===== config.mk =====
export PLATFORM = sky130hd
export DESIGN_NAME = deadline_timer_table
export DESIGN_NICKNAME = d
export VERILOG_FILES = /design/src/hw/rtl/dtt_pkg.sv /design/src/hw/rtl/dtt_front.sv /design/src/hw/rtl/dtt_engine.sv /design/src/hw/rtl/deadline_timer_table.sv
export SDC_FILE = /design/constraint.sdc
export NUM_CORES = 2
export LEC_CHECK = 0
export BUFFER_PORTS_ARGS = -buffer_cell sky130_fd_sc_hd__buf_2
export CORE_UTILIZATION = 56
export DETAILED_ROUTE_END_ITERATION = 8
export PLACE_DENSITY_LB_ADDON = 0.15
export SYNTH_ARGS = -nofsm -noshare
export SYNTH_HDL_FRONTEND = slang
export SYNTH_SLANG_ARGS = --single-unit

===== constraint.sdc =====
create_clock -name clock -period 13 [get_ports clock]
set_input_delay 3.9 -clock clock [delete_from_list [all_inputs] [get_ports clock]]
set_output_delay 3.9 -clock clock [all_outputs]
set_load 0.02 [all_outputs]

===== src/hw/rtl/dtt_pkg.sv =====
// Shared types and constants for the deadline timer table.
`default_nettype none

package dtt_pkg;

   localparam int NOW_W      = 47;
   localparam int DL_W       = 48;
   localparam int IVAL_W     = 32;
   localparam int HANDLE_W   = 32;
   localparam int TMO_W      = 31;
   localparam int FUNC_W     = 2;
   localparam int STATUS_W   = 2;

   localparam logic [IVAL_W-1:0] MS_PER_SEC  = 32'd1000;
   localparam logic [TMO_W-1:0]  TIMEOUT_MAX = 31'h7FFF_FFFF;

   localparam logic [FUNC_W-1:0] FN_ADD   = 2'd0;
   localparam logic [FUNC_W-1:0] FN_DEL   = 2'd1;
   localparam logic [FUNC_W-1:0] FN_FIRE  = 2'd2;
   localparam logic [FUNC_W-1:0] FN_QUERY = 2'd3;

   localparam logic [STATUS_W-1:0] ST_OK   = 2'd0;
   localparam logic [STATUS_W-1:0] ST_FULL = 2'd1;
   localparam logic [STATUS_W-1:0] ST_NONE = 2'd2;

   typedef struct packed {
      logic [FUNC_W-1:0]   func;
      logic [NOW_W-1:0]    now;
      logic [IVAL_W-1:0]   ms;
      logic                rep;
      logic [HANDLE_W-1:0] handle;
   } cmd_type;

endpackage

`default_nettype wire


===== src/hw/rtl/dtt_front.sv =====
// Request intake: unpack beats, scale the interval to ms, queue commands.
`default_nettype none

module dtt_front (
   input  wire logic             clock,
   input  wire logic             reset,
   input  wire logic             req_tvalid,
   output logic                  req_tready,
   // now[46:0], interval[78:47], repeat_req[79], handle[111:80]
   input  wire logic [111:0]     req_tdata,
   // func[1:0], in_seconds[2]
   input  wire logic [2:0]       req_tuser,
   output logic                  q_valid,
   output dtt_pkg::cmd_type      q_cmd,
   input  wire logic             q_pop
);

   dtt_pkg::cmd_type  q_mem [2];
   dtt_pkg::cmd_type  cmd_in;
   logic [1:0]        cnt_ff, cnt_in;
   logic              wr_ptr_ff, rd_ptr_ff;
   logic              push;
   logic [31:0]       ival;

   assign ival        = req_tdata[78:47];
   assign req_tready  = (cnt_ff != 2'd2);
   assign push        = req_tvalid & req_tready;

   always_comb begin
      cmd_in.func   = req_tuser[1:0];
      cmd_in.now    = req_tdata[46:0];
      cmd_in.ms     = req_tuser[2] ? 32'(ival * dtt_pkg::MS_PER_SEC) : ival;
      cmd_in.rep    = req_tdata[79];
      cmd_in.handle = req_tdata[111:80];
   end

   assign q_valid = (cnt_ff != 2'd0);
   assign q_cmd   = q_mem[rd_ptr_ff];

   always_comb begin
      cnt_in = cnt_ff;
      if (push && !q_pop) begin
         cnt_in = cnt_ff + 2'd1;
      end else if (!push && q_pop) begin
         cnt_in = cnt_ff - 2'd1;
      end
   end

   always_ff @(posedge clock) begin
      if (reset) begin
         cnt_ff    <= 2'd0;
         wr_ptr_ff <= 1'b0;
         rd_ptr_ff <= 1'b0;
      end else begin
         cnt_ff <= cnt_in;
         if (push) begin
            wr_ptr_ff <= ~wr_ptr_ff;
         end
         if (q_pop) begin
            rd_ptr_ff <= ~rd_ptr_ff;
         end
      end
   end

   always_ff @(posedge clock) begin
      if (push) begin
         q_mem[wr_ptr_ff] <= cmd_in;
      end
   end

endmodule

`default_nettype wire


===== src/hw/rtl/dtt_engine.sv =====
// Slot table and scan sequencer: executes one command, registers the response.
`default_nettype none

module dtt_engine #(
   parameter int TIMER_SLOTS = 8
) (
   input  wire logic             clock,
   input  wire logic             reset,
   input  wire logic             q_valid,
   input  wire dtt_pkg::cmd_type q_cmd,
   output logic                  q_pop,
   output logic                  rsp_tvalid,
   input  wire logic             rsp_tready,
   // result_handle[31:0], timeout[62:32], zero[63]
   output logic [63:0]           rsp_tdata,
   // status[1:0]
   output logic [1:0]            rsp_tuser
);

   localparam int IDX_W = (TIMER_SLOTS > 1) ? $clog2(TIMER_SLOTS) : 1;
   localparam logic [IDX_W-1:0] LAST_IDX = IDX_W'(TIMER_SLOTS - 1);

   localparam logic [1:0] ST_IDLE   = 2'd0;
   localparam logic [1:0] ST_SCAN   = 2'd1;
   localparam logic [1:0] ST_DRAIN  = 2'd2;
   localparam logic [1:0] ST_FINISH = 2'd3;

   logic [1:0]              state_ff, state_in;
   dtt_pkg::cmd_type        cmd_ff;
   logic [IDX_W-1:0]        rd_idx_ff;
   logic [IDX_W-1:0]        eval_idx_ff;
   logic                    eval_vld_ff;

   logic [TIMER_SLOTS-1:0]  used_ff;
   logic [31:0]             last_handle_ff;

   logic                    mem_rep      [TIMER_SLOTS];
   logic [31:0]             mem_ival     [TIMER_SLOTS];
   logic [47:0]             mem_dl       [TIMER_SLOTS];
   logic [31:0]             mem_handle   [TIMER_SLOTS];
   logic                    rd_rep_ff;
   logic [31:0]             rd_ival_ff;
   logic [47:0]             rd_dl_ff;
   logic [31:0]             rd_handle_ff;

   logic                    found_ff;
   logic [IDX_W-1:0]        pick_ff;
   logic [47:0]             best_dl_ff;
   logic [47:0]             best_left_ff;
   logic                    best_rep_ff;
   logic [31:0]             best_ival_ff;
   logic [31:0]             best_handle_ff;

   logic                    rsp_valid_ff;
   logic [1:0]              rsp_status_ff;
   logic [31:0]             rsp_handle_ff;
   logic [30:0]             rsp_tmo_ff;

   logic [47:0]             now48;
   logic [47:0]             left;
   logic                    cur_used;
   logic                    hit;
   logic                    fin_go;
   logic [31:0]             new_handle;
   logic [31:0]             sum_ival;
   logic [47:0]             new_dl;
   logic                    wr_all;
   logic                    wr_dl;
   logic [1:0]              fin_status;
   logic [31:0]             fin_handle;
   logic [30:0]             fin_tmo;

   assign now48    = {1'b0, cmd_ff.now};
   assign left     = (rd_dl_ff > now48) ? (rd_dl_ff - now48) : 48'd0;
   assign cur_used = used_ff[eval_idx_ff];

   always_comb begin
      hit = 1'b0;
      case (cmd_ff.func)
         dtt_pkg::FN_ADD: begin
            hit = !cur_used && !found_ff;
         end
         dtt_pkg::FN_DEL: begin
            hit = cur_used && !found_ff && (cmd_ff.handle != 32'd0)
                  && (rd_handle_ff == cmd_ff.handle);
         end
         dtt_pkg::FN_FIRE: begin
            hit = cur_used && (rd_dl_ff <= now48)
                  && (!found_ff || (rd_dl_ff < best_dl_ff));
         end
         dtt_pkg::FN_QUERY: begin
            hit = cur_used && (!found_ff || (left < best_left_ff));
         end
         default: begin
            hit = 1'b0;
         end
      endcase
   end

   assign q_pop  = (state_ff == ST_IDLE) && q_valid;
   assign fin_go = (state_ff == ST_FINISH) && (!rsp_valid_ff || rsp_tready);

   assign new_handle = ((last_handle_ff + 32'd1) == 32'd0) ? 32'd1
                                                           : (last_handle_ff + 32'd1);
   assign sum_ival   = (cmd_ff.func == dtt_pkg::FN_ADD) ? cmd_ff.ms : best_ival_ff;
   assign new_dl     = now48 + {16'd0, sum_ival};
   assign wr_all     = fin_go && found_ff && (cmd_ff.func == dtt_pkg::FN_ADD);
   assign wr_dl      = wr_all
                       || (fin_go && found_ff && (cmd_ff.func == dtt_pkg::FN_FIRE)
                           && best_rep_ff);

   always_comb begin
      fin_status = dtt_pkg::ST_NONE;
      fin_handle = 32'd0;
      fin_tmo    = 31'd0;
      case (cmd_ff.func)
         dtt_pkg::FN_ADD: begin
            fin_status = found_ff ? dtt_pkg::ST_OK : dtt_pkg::ST_FULL;
            fin_handle = found_ff ? new_handle : 32'd0;
         end
         dtt_pkg::FN_DEL: begin
            if (found_ff) begin
               fin_status = dtt_pkg::ST_OK;
               fin_handle = cmd_ff.handle;
            end
         end
         dtt_pkg::FN_FIRE: begin
            if (found_ff) begin
               fin_status = dtt_pkg::ST_OK;
               fin_handle = best_handle_ff;
            end
         end
         dtt_pkg::FN_QUERY: begin
            if (found_ff) begin
               fin_status = dtt_pkg::ST_OK;
               fin_tmo    = (best_left_ff > {17'd0, dtt_pkg::TIMEOUT_MAX})
                            ? dtt_pkg::TIMEOUT_MAX : best_left_ff[30:0];
            end
         end
         default: begin
            fin_status = dtt_pkg::ST_NONE;
         end
      endcase
   end

   always_comb begin
      state_in = state_ff;
      case (state_ff)
         ST_IDLE: begin
            if (q_valid) begin
               state_in = ST_SCAN;
            end
         end
         ST_SCAN: begin
            if (rd_idx_ff == LAST_IDX) begin
               state_in = ST_DRAIN;
            end
         end
         ST_DRAIN: begin
            state_in = ST_FINISH;
         end
         ST_FINISH: begin
            if (fin_go) begin
               state_in = ST_IDLE;
            end
         end
         default: begin
            state_in = ST_IDLE;
         end
      endcase
   end

   always_ff @(posedge clock) begin
      if (reset) begin
         state_ff       <= ST_IDLE;
         eval_vld_ff    <= 1'b0;
         found_ff       <= 1'b0;
         used_ff        <= '0;
         last_handle_ff <= 32'd0;
         rsp_valid_ff   <= 1'b0;
      end else begin
         state_ff    <= state_in;
         eval_vld_ff <= (state_ff == ST_SCAN);
         if (q_pop) begin
            found_ff <= 1'b0;
         end else if (eval_vld_ff && hit) begin
            found_ff <= 1'b1;
         end
         if (wr_all) begin
            used_ff[pick_ff] <= 1'b1;
            last_handle_ff   <= new_handle;
         end
         if (fin_go && found_ff && (cmd_ff.func == dtt_pkg::FN_DEL)) begin
            used_ff[pick_ff] <= 1'b0;
         end
         if (fin_go && found_ff && (cmd_ff.func == dtt_pkg::FN_FIRE) && !best_rep_ff) begin
            used_ff[pick_ff] <= 1'b0;
         end
         if (fin_go) begin
            rsp_valid_ff <= 1'b1;
         end else if (rsp_tready) begin
            rsp_valid_ff <= 1'b0;
         end
      end
   end

   always_ff @(posedge clock) begin
      if (q_pop) begin
         cmd_ff    <= q_cmd;
         rd_idx_ff <= '0;
      end else if (state_ff == ST_SCAN && rd_idx_ff != LAST_IDX) begin
         rd_idx_ff <= rd_idx_ff + IDX_W'(1);
      end
      eval_idx_ff <= rd_idx_ff;
      if (eval_vld_ff && hit) begin
         pick_ff        <= eval_idx_ff;
         best_dl_ff     <= rd_dl_ff;
         best_left_ff   <= left;
         best_rep_ff    <= rd_rep_ff;
         best_ival_ff   <= rd_ival_ff;
         best_handle_ff <= rd_handle_ff;
      end
      if (fin_go) begin
         rsp_status_ff <= fin_status;
         rsp_handle_ff <= fin_handle;
         rsp_tmo_ff    <= fin_tmo;
      end
   end

   always_ff @(posedge clock) begin
      if (wr_all) begin
         mem_rep[pick_ff]    <= cmd_ff.rep;
         mem_ival[pick_ff]   <= cmd_ff.ms;
         mem_handle[pick_ff] <= new_handle;
      end
      if (wr_dl) begin
         mem_dl[pick_ff] <= new_dl;
      end
      rd_rep_ff    <= mem_rep[rd_idx_ff];
      rd_ival_ff   <= mem_ival[rd_idx_ff];
      rd_dl_ff     <= mem_dl[rd_idx_ff];
      rd_handle_ff <= mem_handle[rd_idx_ff];
   end

   assign rsp_tvalid = rsp_valid_ff;
   assign rsp_tdata  = {1'b0, rsp_tmo_ff, rsp_handle_ff};
   assign rsp_tuser  = rsp_status_ff;

`ifndef NO_ASSERTIONS
   a_add_sets_used: assert property (@(posedge clock) disable iff (reset)
      wr_all |=> used_ff[$past(pick_ff)])
      else $error("add did not mark its slot used");

   a_handle_nonzero: assert property (@(posedge clock) disable iff (reset)
      (last_handle_ff != 32'd0) |=> (last_handle_ff != 32'd0))
      else $error("handle counter returned to zero");

   a_scan_starts_clear: assert property (@(posedge clock) disable iff (reset)
      q_pop |=> (!found_ff && state_ff == ST_SCAN && rd_idx_ff == '0))
      else $error("scan started with stale pick");

   a_fire_due: assert property (@(posedge clock) disable iff (reset)
      (fin_go && found_ff && cmd_ff.func == dtt_pkg::FN_FIRE) |-> (best_dl_ff <= now48))
      else $error("fired a timer that is not due");

   a_status_legal: assert property (@(posedge clock) disable iff (reset)
      rsp_valid_ff |-> (rsp_status_ff == dtt_pkg::ST_OK || rsp_status_ff == dtt_pkg::ST_FULL
                        || rsp_status_ff == dtt_pkg::ST_NONE))
      else $error("illegal status code");
`endif

endmodule

`default_nettype wire


===== src/hw/rtl/deadline_timer_table.sv =====
// Top level of the deadline timer table.
//
// Usage: one request beat on req_* carries an operation (add, delete, fire,
// query) and the current time; every request yields exactly one response
// beat on rsp_* with a status, a handle and a timeout.
// Requests land in a two-entry command queue; the engine pops one command,
// reads the slot table one slot per cycle, then updates the table and loads
// the response register.
// The engine works on one command at a time, scanning the single-port slot
// table, and pops the next command only when it is idle again.
// Reset: all slots free, handle counter zero, queue and response empty.
// Backpressure: a response waits in its register while rsp_tready is low;
// the engine holds its finished command and the queue keeps taking requests
// until both entries are full, then req_tready drops.
`default_nettype none

module deadline_timer_table #(
   parameter int TIMER_SLOTS = 8
) (
   input  wire logic          clock,
   input  wire logic          reset,
   input  wire logic          req_tvalid,
   output logic               req_tready,
   // now[46:0], interval[78:47], repeat_req[79], handle[111:80]
   input  wire logic [111:0]  req_tdata,
   // func[1:0], in_seconds[2]
   input  wire logic [2:0]    req_tuser,
   output logic               rsp_tvalid,
   input  wire logic          rsp_tready,
   // result_handle[31:0], timeout[62:32], zero[63]
   output logic [63:0]        rsp_tdata,
   // status[1:0]
   output logic [1:0]         rsp_tuser
);

   logic              q_valid;
   logic              q_pop;
   dtt_pkg::cmd_type  q_cmd;

   dtt_front u_front (
      .clock      (clock),
      .reset      (reset),
      .req_tvalid (req_tvalid),
      .req_tready (req_tready),
      .req_tdata  (req_tdata),
      .req_tuser  (req_tuser),
      .q_valid    (q_valid),
      .q_cmd      (q_cmd),
      .q_pop      (q_pop)
   );

   dtt_engine #(
      .TIMER_SLOTS (TIMER_SLOTS)
   ) u_engine (
      .clock      (clock),
      .reset      (reset),
      .q_valid    (q_valid),
      .q_cmd      (q_cmd),
      .q_pop      (q_pop),
      .rsp_tvalid (rsp_tvalid),
      .rsp_tready (rsp_tready),
      .rsp_tdata  (rsp_tdata),
      .rsp_tuser  (rsp_tuser)
   );

endmodule

`default_nettype wire


### Word-level counts from Yosys, hierarchy flattened

Memory sizes are Yosys's and may differ from the RTL's. A register that Yosys moved wholly into a read port is not among the register bits.
Index checks and enable logic that the tools add are counted.
W data, S select, Z words.

* register bits after elaboration: 284
* bits in writable memories: 1132
* bits of input ports: 119
* output and inout port bits: 68
* word-level logic and storage cells: 137
* memories kept: 5

* add/sub/neg operators: 6
* multiply operators: 1
* magnitude comparators: 8
* eq/ne operators: 13
* muxes and demuxes: 36
* bitwise gates (word level): 7
* reduce and logical (&&, ||, !) cells: 41

Memory list
* u_engine.mem_dl: depth 8, bits a word 48, read ports 1, clocked after memory_dff 1, write ports 1, RTL line dtt_engine.sv:39 `logic [47:0] mem_dl [TIMER_SLOTS];`
* u_engine.mem_handle: depth 8, bits a word 32, read ports 1, clocked after memory_dff 1, write ports 1, RTL line dtt_engine.sv:40 `logic [31:0] mem_handle [TIMER_SLOTS];`
* u_engine.mem_ival: depth 8, bits a word 32, read ports 1, clocked after memory_dff 1, write ports 1, RTL line dtt_engine.sv:38 `logic [31:0] mem_ival [TIMER_SLOTS];`
* u_front.q_mem: depth 2, bits a word 114, read ports 1, clocked after memory_dff 1, write ports 1, RTL line dtt_front.sv:18 `dtt_pkg::cmd_type q_mem [2];`
* u_engine.mem_rep: depth 8, bits a word 1, read ports 1, clocked after memory_dff 1, write ports 1, RTL line dtt_engine.sv:37 `logic mem_rep [TIMER_SLOTS];`

Operator list (number)
* $mux W32: 6
* $lt A48 B48 Y1: 2
* $pmux W32 S3: 1
* $add A47 B32 Y48: 1
* $gt A48 B31 Y1 const B: 1
* $gt A48 B47 Y1: 1
* $le A48 B47 Y1: 1
* $mux W48: 1
* $sub A48 B47 Y48: 1
* $mux W8: 5
* $add A32 B1 Y32 const B: 1
* $eq A32 B32 Y1: 1
* $logic_not A32 Y1: 1
* $mul A32 B7 Y29 const B: 1
* $reduce_bool A32 Y1: 1
* $mux W31: 1
* $logic_and A1 B1 Y1: 20
* $and A8 B8 Y8: 2
* $mux W2: 6
* $mux W1: 11
* $eq A2 B2 Y1 const B: 4
* $lt A3 B4 Y1 const B: 2
* $not A8 Y8: 1
* $or A8 B8 Y8: 1
* 24 further kinds: 39

### Logic depth before layout (Yosys ltp)

* word-level depth: 12
* mapped depth: 26
* mapped depth without buffers: 25

### By module

Synthesis repeated with hierarchy kept, for this count alone.

* cells, all modules: 4413
* area, all modules: 71489.8 um2

By module, submodules not included
* dtt_engine: instances 1, cells an instance 3522, area each 58668.8 um2, sequential area each 40729.1 um2
* dtt_front: instances 1, cells an instance 891, area each 12821.0 um2, sequential area each 6946.7 um2

### Worst setup path before layout

OpenSTA, ideal clock, no wires.

* path kind: register to register
* start point: register u_engine.rd_dl_ff[0], read port of u_engine.mem_dl
* end point: register u_engine.best_dl_ff[0] (enable)
* library setup time: 729 ps
* arrival: 12154 ps
* data required time: 12271 ps
* setup slack: 116 ps
* cell stages (with the launch flop): 27
* buffers on the path: 2
* period minus slack after synthesis: 12884 ps
* cells stage by stage: dfxtp_1 -> inv_1 -> ha_1 -> inv_1 -> fa_1 -> a21o_1 -> a21o_1 -> a221oi_2 -> nor2_1 -> o21ai_1 -> a21oi_1 -> and4bb_2 -> or2_1 -> buf_2 -> buf_1 -> nor2_1 -> ha_1 -> a21o_1 -> a21oi_1 -> nor2b_1 -> o21ai_0 -> nand2b_1 -> a21oi_1 -> nor2_1 -> a2111oi_0 -> o211ai_1 -> o211ai_1

* word-level cells in the longest chain between the ends: 7
* elaborated cells on any way between the ends: 13
* those cells by class: add/sub: 1; order compare: 4; mux: 2; reduce/logical: 6

RTL lines
* start, declared: RTL line dtt_engine.sv:43 `logic [47:0] rd_dl_ff;`
* $sub A48 B47 Y48 / $gt A48 B47 Y1 (equally long branches): RTL line dtt_engine.sv:74 `assign left = (rd_dl_ff > now48) ? (rd_dl_ff - now48) : 48'd0;`
* $mux W48 (*): RTL line dtt_engine.sv:74
* named net u_engine.left[25]: RTL line dtt_engine.sv:60 `logic [47:0] left;`
* $lt A48 B48 Y1 (*): RTL line dtt_engine.sv:92 `hit = cur_used && (!found_ff || (left < best_left_ff));`
* $logic_or A1 B1 Y1 (*): RTL line dtt_engine.sv:92
* $logic_and A1 B1 Y1 (*): RTL line dtt_engine.sv:92
* $pmux W1 S4 (*): RTL line dtt_engine.sv:79 `case (cmd_ff.func)`
* $logic_and A1 B1 Y1 (*): RTL line dtt_engine.sv:215 `if (eval_vld_ff && hit) begin`
* end signal, assigned: RTL line dtt_engine.sv:217 `best_dl_ff <= rd_dl_ff;`
* end, declared: RTL line dtt_engine.sv:48 `logic [47:0] best_dl_ff;`

The timed path passes the listed nets; every way through them passes the cells marked *.
A chain may end at the register's enable or synchronous reset.

==> results.toml <==
[layout]
layout.nets = 4944
multi_input_area_sq_mm = 0.02198
synthToLayoutAreaGrowth_pct = 11.75
mostFrequentLayoutCells = "1475 x edfxtp_1, 284 x mux2_2, 237 x ha_1, 228 x mux4_2, 195 x inv_1"
fill_cells = 8946
fin_area_sq_mm = 0.07914
antenna_cells = 0
layout_commonest_cell = "edfxtp_1"
layout-drive-gt1-share_pct = 22.34
final_cells = 6283
seq_area_sq_mm = 0.04767

[setup_path]
cp-start-kind = "input pin"
r2r_cells = 27
regToRegSetupSlack_ns = 4.74
crit_top_cell = "fa_1"
worst-path-buf-inv = 3
r2r_start = "u_engine.rd_dl_ff[0]"
arrival_ns = 8.87
path_class = "in2reg"
cp_cell_sequence = "buf_2, fa_1, inv_1, fa_1, fa_1, inv_1, fa_1, ha_1, or4_1, o211a_1, a311oi_1, o32ai_1, a211oi_1, o21ai_0, xnor2_1, mux2_2"
critPathSlowestCell = "fa_1"
slowest_delay_ns = 0.57
cp_top_family = "adder cells"
required_ns = 13.52
reg2reg_to = "u_engine.best_ival_ff[17]"
endpoint_kind = "flip-flop"
crit_fanout = 6

[global_routing]
use_met3_pct = 4.000
grt_pass1_wl_mm = 231.0
grt-ovfl-total = 0
use_met1_pct = 35.41
grt_max_degree = 64
grt_pass1_vias = 38170
antenna_found_initial = 2
grt.busiest_layer = "met2"
use_met2_pct = 38.25
track_usage_pct = 24.31

[floorplanning]
rows = 130
ioPinCount = 187
die_w_microns = 357.6
initial_core_util_pct = 56.40
core_region_area_sq_mm = 0.1256
die_area_sq_mm = 0.1279
die_h_microns = 357.6

[hold_path]
hold-path-endpoint = "u_engine.best_ival_ff[28]"
holdCritStartpoint = "u_engine.rd_ival_ff[28]"
min_path_type = "reg2reg"
hold_path_depth = 0

[timing]
hold_violations = 0
max_freq_mhz = 119.7
slew_headroom_pct = 19.12
tns_ns = 0
fin_skew_ns = 0.03510
slew_violations = 0
tightest_slew_ns = 1.210
period_share_pct = 64.28
rsz0062_at_grt = "false"
setup_violations = 0
fin_crit_ns = 8.357

[logic_synthesis]
synth.cell_area_sq_mm = 0.07082
synthesis.nets = 4691
synthFlopType = "edfxtp_1"
seq_area_frac_synth_pct = 67.29
synth-warning-count = 0
synth_seq_cells = 1643
async_flop_share_pct = 0
syn_inst = 4242
syn_avg_cell_area_sq_um = 16.69
synth_edf_count = 1475
synth.distinct_cells = 84

[route]
drcViolationCount = 0
drt_iter0_markers = 3644
drt_first_pass_iters = 5
ant_nets = 0
wl_per_cell_microns = 24.28
vias = 37280
viasPerCell = 5.933
finalWirelength_mm = 152.6

[clock_tree]
cts_buffer_depth = 3
insertion_delay_ns = 0.80
cts_root_buffer = "clkbuf_16"
hold_buffers = 0
cts_setup_buffers = 0
cts.sinks = 1643
htreeDepth = 4
clk_pin_slew_ns = 0.06
cts_made_buffers = 164
cts_tree = "built"
cts_resized = 0

[pwr]
p_per_area_mw_per_mm2 = 236.0
power_leakage_uw = 0.02740
peakVddDrop_v = 0.0002413

[status]
status = "finished, final reports clean"

[place]
place_inst = 5979
numPortBuffers = 185
dpl.hpwl_mm = 95.77
gp_congestion = 0.8933
place_area_sq_mm = 0.07378

[run]
maxCapViolCount = 0
==> cell families (layout without fill, tap and decap cells) <==
group                    after synthesis  count (layout)  synth area share (%)
AO/OA/AOI/OAI                        497             497                 4.511
XOR/XNOR                             199             199                 2.461
adder cells (fa/ha/maj)              330             330                 6.816
buffers and inverters                348             739                 1.875
flip-flops                          1643            1643                 67.29
multiplexers                         546             546                 12.25
other                                  1               1              0.005295
AND/OR/NAND/NOR                      678             678                 4.793
==> worst max-delay path by stage <==
stage,from,slack (ns),to,depth (start not counted)
after floorplan,u_engine.rd_dl_ff[0],0.12,u_engine.best_dl_ff[0],26
after detailed placement,req_tdata[49],3.82,u_front.q_mem[0][62],14
after CTS,req_tdata[51],4.66,u_front.q_mem[0][62],14
after global placement,req_tdata[47],3.82,u_front.q_mem[0][62],16
final,req_tdata[47],4.64,u_front.q_mem[0][62],16
after global routing,u_engine.rd_dl_ff[0],4.26,u_engine.best_ival_ff[17],27
==> power by group <==
part	switching (uW)	internal [uW]	total, uW
logic	3660	2480	6140
clock network	1950	2710	4660
registers	595	7280	7870
==> synthesized netlist by cell type, types with 12 or more instances <==
| cell | count | area share (%) |
|---|---|---|
| nor2_1 | 191 | 1.0 |
| nand4_1 | 44 | 0.39 |
| o21bai_1 | 12 | 0.13 |
| nor4_1 | 27 | 0.24 |
| a211oi_1 | 13 | 0.14 |
| fa_1 | 93 | 2.6 |
| nand2b_1 | 29 | 0.26 |
| dfxtp_1 | 168 | 4.7 |
| nor3_1 | 43 | 0.30 |
| nand3_1 | 54 | 0.38 |
| xnor2_1 | 120 | 1.5 |
| edfxtp_1 | 1475 | 63 |
| nand2_1 | 142 | 0.75 |
| o21a_1 | 46 | 0.49 |
| ha_1 | 237 | 4.2 |
| and2_1 | 43 | 0.38 |
| or3_1 | 15 | 0.13 |
| o211ai_1 | 12 | 0.13 |
| mux2_2 | 284 | 4.5 |
| xor2_1 | 79 | 0.98 |
| a21o_1 | 91 | 0.96 |
| inv_1 | 196 | 1.0 |
| buf_1 | 42 | 0.22 |
| and3_1 | 22 | 0.19 |
| clkbuf_1 | 99 | 0.52 |
| mux2i_1 | 34 | 0.48 |
| mux4_2 | 228 | 7.3 |
| a21oi_1 | 130 | 0.92 |
| nor2b_1 | 28 | 0.25 |
| o21ai_0 | 113 | 0.80 |
==> worst reg2reg max path, cell delays in order, from the launching register on <==
cell,delay [ns]
dfxtp_1,0.32
inv_1,0.06
ha_1,0.15
inv_1,0.05
fa_1,0.40
a21o_1,0.19
a21o_1,0.22
a221oi_2,0.44
nor2_1,0.13
o21ai_1,0.21
a21oi_1,0.15
and4bb_2,0.36
or2_1,0.51
buf_4,0.45
nor2_1,0.09
mux2_2,0.30
ha_1,0.31
nand4_1,0.08
nor2_1,0.04
nand2_1,0.10
nor4_1,0.07
a2111oi_0,0.43
o21ai_0,0.19
a2111oi_0,0.37
o211ai_1,0.15
o211ai_1,0.23
buf_4,0.79
buf_4,0.96
==> state kept, by name, indices dropped and copies added (netlist names), 3 cells and up <==
signal and count:
u_engine.cmd_ff 114, u_engine.mem_rep 8, u_engine.best_dl_ff 48, u_engine.best_handle_ff 32
u_engine.rd_dl_ff 48, u_engine.best_left_ff 48, u_engine.best_ival_ff 32, u_engine.rsp_handle_ff 32
u_engine.pick_ff 3, u_engine.mem_handle 256, u_front.q_mem 228, u_engine.rd_ival_ff 32
u_engine.last_handle_ff 32, u_engine.mem_ival 256, u_engine.rd_idx_ff 3, u_engine.eval_idx_ff 3
u_engine.mem_dl 384, u_engine.rd_handle_ff 32, u_engine.rsp_tmo_ff 31, u_engine.used_ff 8
==> stage by stage <==
stage | utilization [%] | total power, uW | hold slack [ns] | worst slack [ns]
3_5_place_dp | 58.76 | 14070 | 0.3887 | 3.823
4_1_cts | 63.02 | 18760 | 0.3850 | 4.659
5_1_grt | 63.02 | 19670 | 0.3830 | 4.256
3_3_place_gp | 58.76 | 13960 | 0.3859 | 3.816
2_1_floorplan | - | 12210 | 0.3540 | 0.1162
6_report | 63.02 | 18680 | 0.3870 | 4.643
==> area by class of cell <==
| type | instances | area share, % |
|---|---|---|
| clock buffer | 234 | 5.907 |
| clock inverter | 70 | 0.8569 |
| inverter | 197 | 0.9407 |
| multi-input combinational | 2251 | 27.77 |
| sequential | 1643 | 60.24 |
| tap | 1650 | 2.609 |
| timing repair buffer | 238 | 1.673 |
==> per-layer routing <==
| layer | vias up | part of all wire, % | wire [microns] |
|---|---|---|---|
| li1 | 16850 | - | - |
| met2 | 1172 | 47 | 71630 |
| met4 | 0 | 2.1 | 3257 |
| met3 | 196 | 6.3 | 9662 |
| met5 | - | 0 | 0 |
| met1 | 19060 | 45 | 68030 |
(Power assumes the default switching activity.)
